File: src/design/mavle_pkg.sv
`timescale 1ns / 1ps

package mavle_pkg;

  // Field widths fixed by the interface.
  localparam int DATA_W     = 16;
  localparam int WL_W       = 13;
  localparam int CFG_IDX_W  = 2;

  // Serial divider: the mean never exceeds 32768, so 16 quotient bits suffice.
  localparam int DIV_STEPS  = 16;
  localparam int DIV_CNT_W  = 4;

  // Multiplier chain widths: |audio| * mean fits in 31 bits, times level in 47.
  localparam int P1_W        = 31;
  localparam int P2_W        = 47;
  localparam int ROUND_SHIFT = 27;

  // Register reset values.
  localparam logic [DATA_W-1:0] LEVEL_RESET  = 16'd4096;
  localparam int                WINDOW_RESET = 1024;

  // Configuration register indexes.
  typedef enum logic [CFG_IDX_W-1:0] {
    CFG_LEVEL  = 2'd0,
    CFG_WINDOW = 2'd1
  } cfg_idx_e;

  // Controller states.
  typedef enum logic [2:0] {
    ST_IDLE,
    ST_READ,
    ST_UPDATE,
    ST_SETUP,
    ST_DIVIDE,
    ST_MUL1,
    ST_MUL2,
    ST_LOAD
  } state_e;

  // Commands from the controller to the datapath.
  typedef struct packed {
    logic load_in;
    logic update;
    logic div_init;
    logic div_step;
    logic mul1;
    logic mul2;
    logic load_out;
  } cmd_t;

  // Status from the datapath to the controller.
  typedef struct packed {
    logic out_full;
  } status_t;

endpackage

File: src/design/mavle_ctrl.sv
`timescale 1ns / 1ps

module mavle_ctrl (
  input  logic              clk_i,
  input  logic              rst_ni,
  input  logic              in_valid_i,
  output logic              in_stall_o,
  input  mavle_pkg::status_t status_i,
  output mavle_pkg::cmd_t    cmd_o
);
  import mavle_pkg::*;

  state_e               state_q, state_d;
  logic [DIV_CNT_W-1:0] cnt_q, cnt_d;

  // State register and divide step counter.
  always_ff @(posedge clk_i or negedge rst_ni) begin
    if (!rst_ni) begin
      state_q <= ST_IDLE;
      cnt_q   <= '0;
    end else begin
      state_q <= state_d;
      cnt_q   <= cnt_d;
    end
  end

  // Next state and commands.
  always_comb begin
    state_d    = state_q;
    cnt_d      = cnt_q;
    cmd_o      = '0;
    in_stall_o = 1'b1;
    unique case (state_q)
      ST_IDLE: begin
        in_stall_o = 1'b0;
        if (in_valid_i) begin
          cmd_o.load_in = 1'b1;
          state_d       = ST_READ;
        end
      end
      // The window RAM reads the slot being replaced in this cycle.
      ST_READ: begin
        state_d = ST_UPDATE;
      end
      ST_UPDATE: begin
        cmd_o.update = 1'b1;
        state_d      = ST_SETUP;
      end
      ST_SETUP: begin
        cmd_o.div_init = 1'b1;
        cnt_d          = '0;
        state_d        = ST_DIVIDE;
      end
      ST_DIVIDE: begin
        cmd_o.div_step = 1'b1;
        cnt_d          = cnt_q + 1'b1;
        if (cnt_q == DIV_CNT_W'(DIV_STEPS - 1)) begin
          state_d = ST_MUL1;
        end
      end
      ST_MUL1: begin
        cmd_o.mul1 = 1'b1;
        state_d    = ST_MUL2;
      end
      ST_MUL2: begin
        cmd_o.mul2 = 1'b1;
        state_d    = ST_LOAD;
      end
      // Wait here while the previous result still sits unclaimed.
      ST_LOAD: begin
        if (!status_i.out_full) begin
          cmd_o.load_out = 1'b1;
          state_d        = ST_IDLE;
        end
      end
      default: begin
        state_d = ST_IDLE;
      end
    endcase
  end

endmodule

File: config.mk
export PLATFORM = sky130hd
export DESIGN_NAME = mavle_ctrl
export DESIGN_NICKNAME = d
export VERILOG_FILES = /design/src/design/mavle_pkg.sv /design/src/design/mavle_ctrl.sv
export SDC_FILE = /design/constraint.sdc
export NUM_CORES = 1
export LEC_CHECK = 0
export BUFFER_PORTS_ARGS = -buffer_cell sky130_fd_sc_hd__buf_4
export CAP_MARGIN = 20
export CORE_AREA = 5 5 42 44
export CTS_BUF_LIST = sky130_fd_sc_hd__clkbuf_4 sky130_fd_sc_hd__clkbuf_8 sky130_fd_sc_hd__clkbuf_16
export DETAILED_ROUTE_END_ITERATION = 16
export DIE_AREA = 0 0 47 49
export PLACE_DENSITY = 0.7
export SLEW_MARGIN = 30
export SYNTH_ARGS = -nofsm -noshare
export SYNTH_HDL_FRONTEND = slang
export SYNTH_SLANG_ARGS = --single-unit
File: constraint.sdc
create_clock -name clk_i -period 1.5 [get_ports clk_i]
set_input_delay 0.225 -clock clk_i [delete_from_list [all_inputs] [get_ports clk_i]]
set_output_delay 0.225 -clock clk_i [all_outputs]
set_load 0.01 [all_outputs]
==> metrics.txt <==
layout cells sized above 1 0.606; CP Capture Type output port; Max Slew Vio Count 0; design area 773 sq um; Avg WL per Cell 13.1 microns; crit path kind reg2out; Inserted Diodes 0; largest family of logic cells by synthesized area simple AND/OR/NAND/NOR gates; final-stage net count 81; sequential cell area fraction in the yosys report 0.354; Vias/cell 5.03; final global-route overflow total 0; Netlist cell types 24; r2r worst-path depth 5; commonest non-fill, non-tap cell in the layout buf_4; first-pass GRT wire length 1.95 mm; RSZ-0062 raised after global routing true; Layout Skew 0.00600 ns; post-synthesis xor/xnor area fraction 0; net switching power 0.580 mW; final wirelength 1.14 mm; Clock power frac 0.122; fin crit period 1.52 ns; Worst slew margin 0.777; clock root buffer clkbuf_4; placed inst area 614 sq um; initial antenna violation count 0; die area 0.00230 sq mm; uppermost layer routed met3; r2r setup slk 0 ns; setup_tns -0.0285 ns; crit-path max FO 5; Syn Std Cell Area 494 sq um; # clock sinks 7; Multi-input gate area 334 sq um; Gate power share 0.661; Leak Pwr 0.377 nW; antenna viol nets, final 0; Die Ht 49 microns; Filler Cell Count 124; Iter 0 DRT Violations 4; Max Cap Viol 0; Critical Path AT 1.30 ns; Total Power 1.55 mW; core footprint 0.00140 sq mm; failing checks negative setup slack; Simple-Gate Fraction of Synth Area 0.223; Die Wd 47 microns; fin crit share 1.01; #FFs+latches synth 7; Internal 0.969 mW; hold depth 3; drc violations 0; power density over the cells 2000 mW/mm^2; Clk Latency, worst-skew pair 0.25 ns; final setup margin -0.0221 ns; non-filler cells, final 87; Clk pin slew, worst setup/hold paths 0.05 ns; IO Pins 12; Synth Instances 46; via count 438; Hold Crit Class in2reg; yosys warns 0; WL met1 473 microns; worst slew pin tran 0.325 ns; CTS tree done; Yosys top cell by area dfrtp_1; RR Endpoint state_q[1]; hold endpoint state_q[2]; compound-gate portion of the synthesized area 0.0937; Worst setup SP type flop; Hold Slack 0.297 ns; met2 WL 581 microns; RR Startpoint state_q[1]; post-synthesis mux area share 0.127; Synth area leaders dfrtp_1 (35%), ha_1 (13%), mux2i_1 (8.1%), buf_6 (4.6%), a211oi_4 (4.1%); status finished, violations left; Starting Density 0.353; syn_area_per_cell 10.7 sq um; Reg area 176 sq um; Critical Path RT 1.27 ns; CTS H-tree depth 1; Clock Path Buffers 2; Post-Synth Adder-Cell Area 0.127; total placed cells including tap cells 76; Met3 Wirelength 82 microns; switching share of total power 0.374; HP Start in_valid_i; CTS Buf Count 3; routability cong. 0.703; DRT Pass-1 Iters 4; area share of the largest cell type after synthesis 0.354; final HPWL from detailed placement 804 microns; vias in the first global route 461; std cell rows 14; Final setup viols 3; most frequent cells in the layout buf_4 (16), dfrtp_1 (6), buf_6 (6); Final Hold Fails 0; Tot GR Track Use 0.116; P&R area growth vs syn 56.5%; Max VDD drop 0.000709 V; Reg power frac 0.217; syn nets 55; IO buf count 11; largest net degree at the start of global routing 10; Max Fclk 657 MHz
## worst max-delay path, stage by stage, from the launching register on
cell and delay, ns:
dfrtp_1 0.41, inv_2 0.07, ha_4 0.17, and2_4 0.17, buf_6 0.12, buf_6 0.11
## area by class of cell
class,count,share of cell area
sequential,7,0.228
clock buffer,4,0.0388
inverter,4,0.0194
tap,16,0.0259
timing repair buffer,23,0.256
multi-input combinational,33,0.432
## worst max path at each step
stage / start / endpoint / slack, ns / cells past startpoint
2_1_floorplan: state_q[0] / state_q[1] / -0.08 / 6
3_3_place_gp: state_q[1] / state_q[1] / 0.02 / 5
3_5_place_dp: state_q[1] / state_q[1] / -0.01 / 5
4_1_cts: state_q[1] / cmd_o[3] / -0.02 / 5
5_1_grt: state_q[1] / cmd_o[3] / -0.1 / 5
6_report: state_q[1] / cmd_o[3] / -0.02 / 5
## routing by layer
layer / vias to the layer above / GRT usage
met5: - / 0
met4: 0 / 0.0138
met3: 0 / 0.0664
met2: 10 / 0.186
met1: 221 / 0.135
li1: 207 / -
## power by group through the flow
stage | registers (mW) | clock network (mW) | logic (mW)
after global routing | 0.348 | 0.211 | 1.12
after CTS | 0.331 | 0.197 | 0.907
after global placement | 0.324 | 0 | 0.716
final | 0.335 | 0.190 | 1.02
after floorplan | 0.289 | 0 | 0.506
after detailed placement | 0.329 | 0 | 0.718
## timing repair
action / in CTS / in global routing
endpoints found under the setup margin: 7 / 13
gates cloned: 0 / 0
pin swaps: 2 / 3
setup buffers: 4 / 2
hold endpoints to repair: 7 / 0
hold buffers: 1 / 0
gates resized for setup: 14 / 5
## sequential cells by signal, indices dropped and copies added, names as in the netlist
register / flops
cnt_q: 4
state_q: 3
## synthesized netlist by cell type
master and number:
and2_4 1, dfrtp_1 7, mux2i_1 4, nor3b_1 1, nand3_1 1, ha_1 5, a21oi_1 1, a211oi_4 1
nand2_1 2, o21ai_0 1, and2b_1 2, nand4_1 1, nor3b_2 1, nand2b_1 1, inv_1 4, mux2_1 1
nor3_1 2, nor2_1 1, buf_6 2, o22ai_1 1, and2_2 2, mux2_2 1, a22o_2 1, and3_1 2
## kinds of logic after synthesis
family	count (synthesis)
simple gates	17
flops	7
fa+ha+maj	5
compound gates	5
mux	6
buf+inv	6
## through the flow
| step | setup WS [ns] | utilization |
|---|---|---|
| after detailed placement | -0.0108 | 0.438 |
| after global placement | 0.0205 | 0.438 |
| after floorplan | -0.0758 | - |
| after CTS | -0.0158 | 0.527 |
| final | -0.0221 | 0.552 |
| after global routing | -0.0984 | 0.552 |
Note: power is estimated with default switching activity, not from simulation.
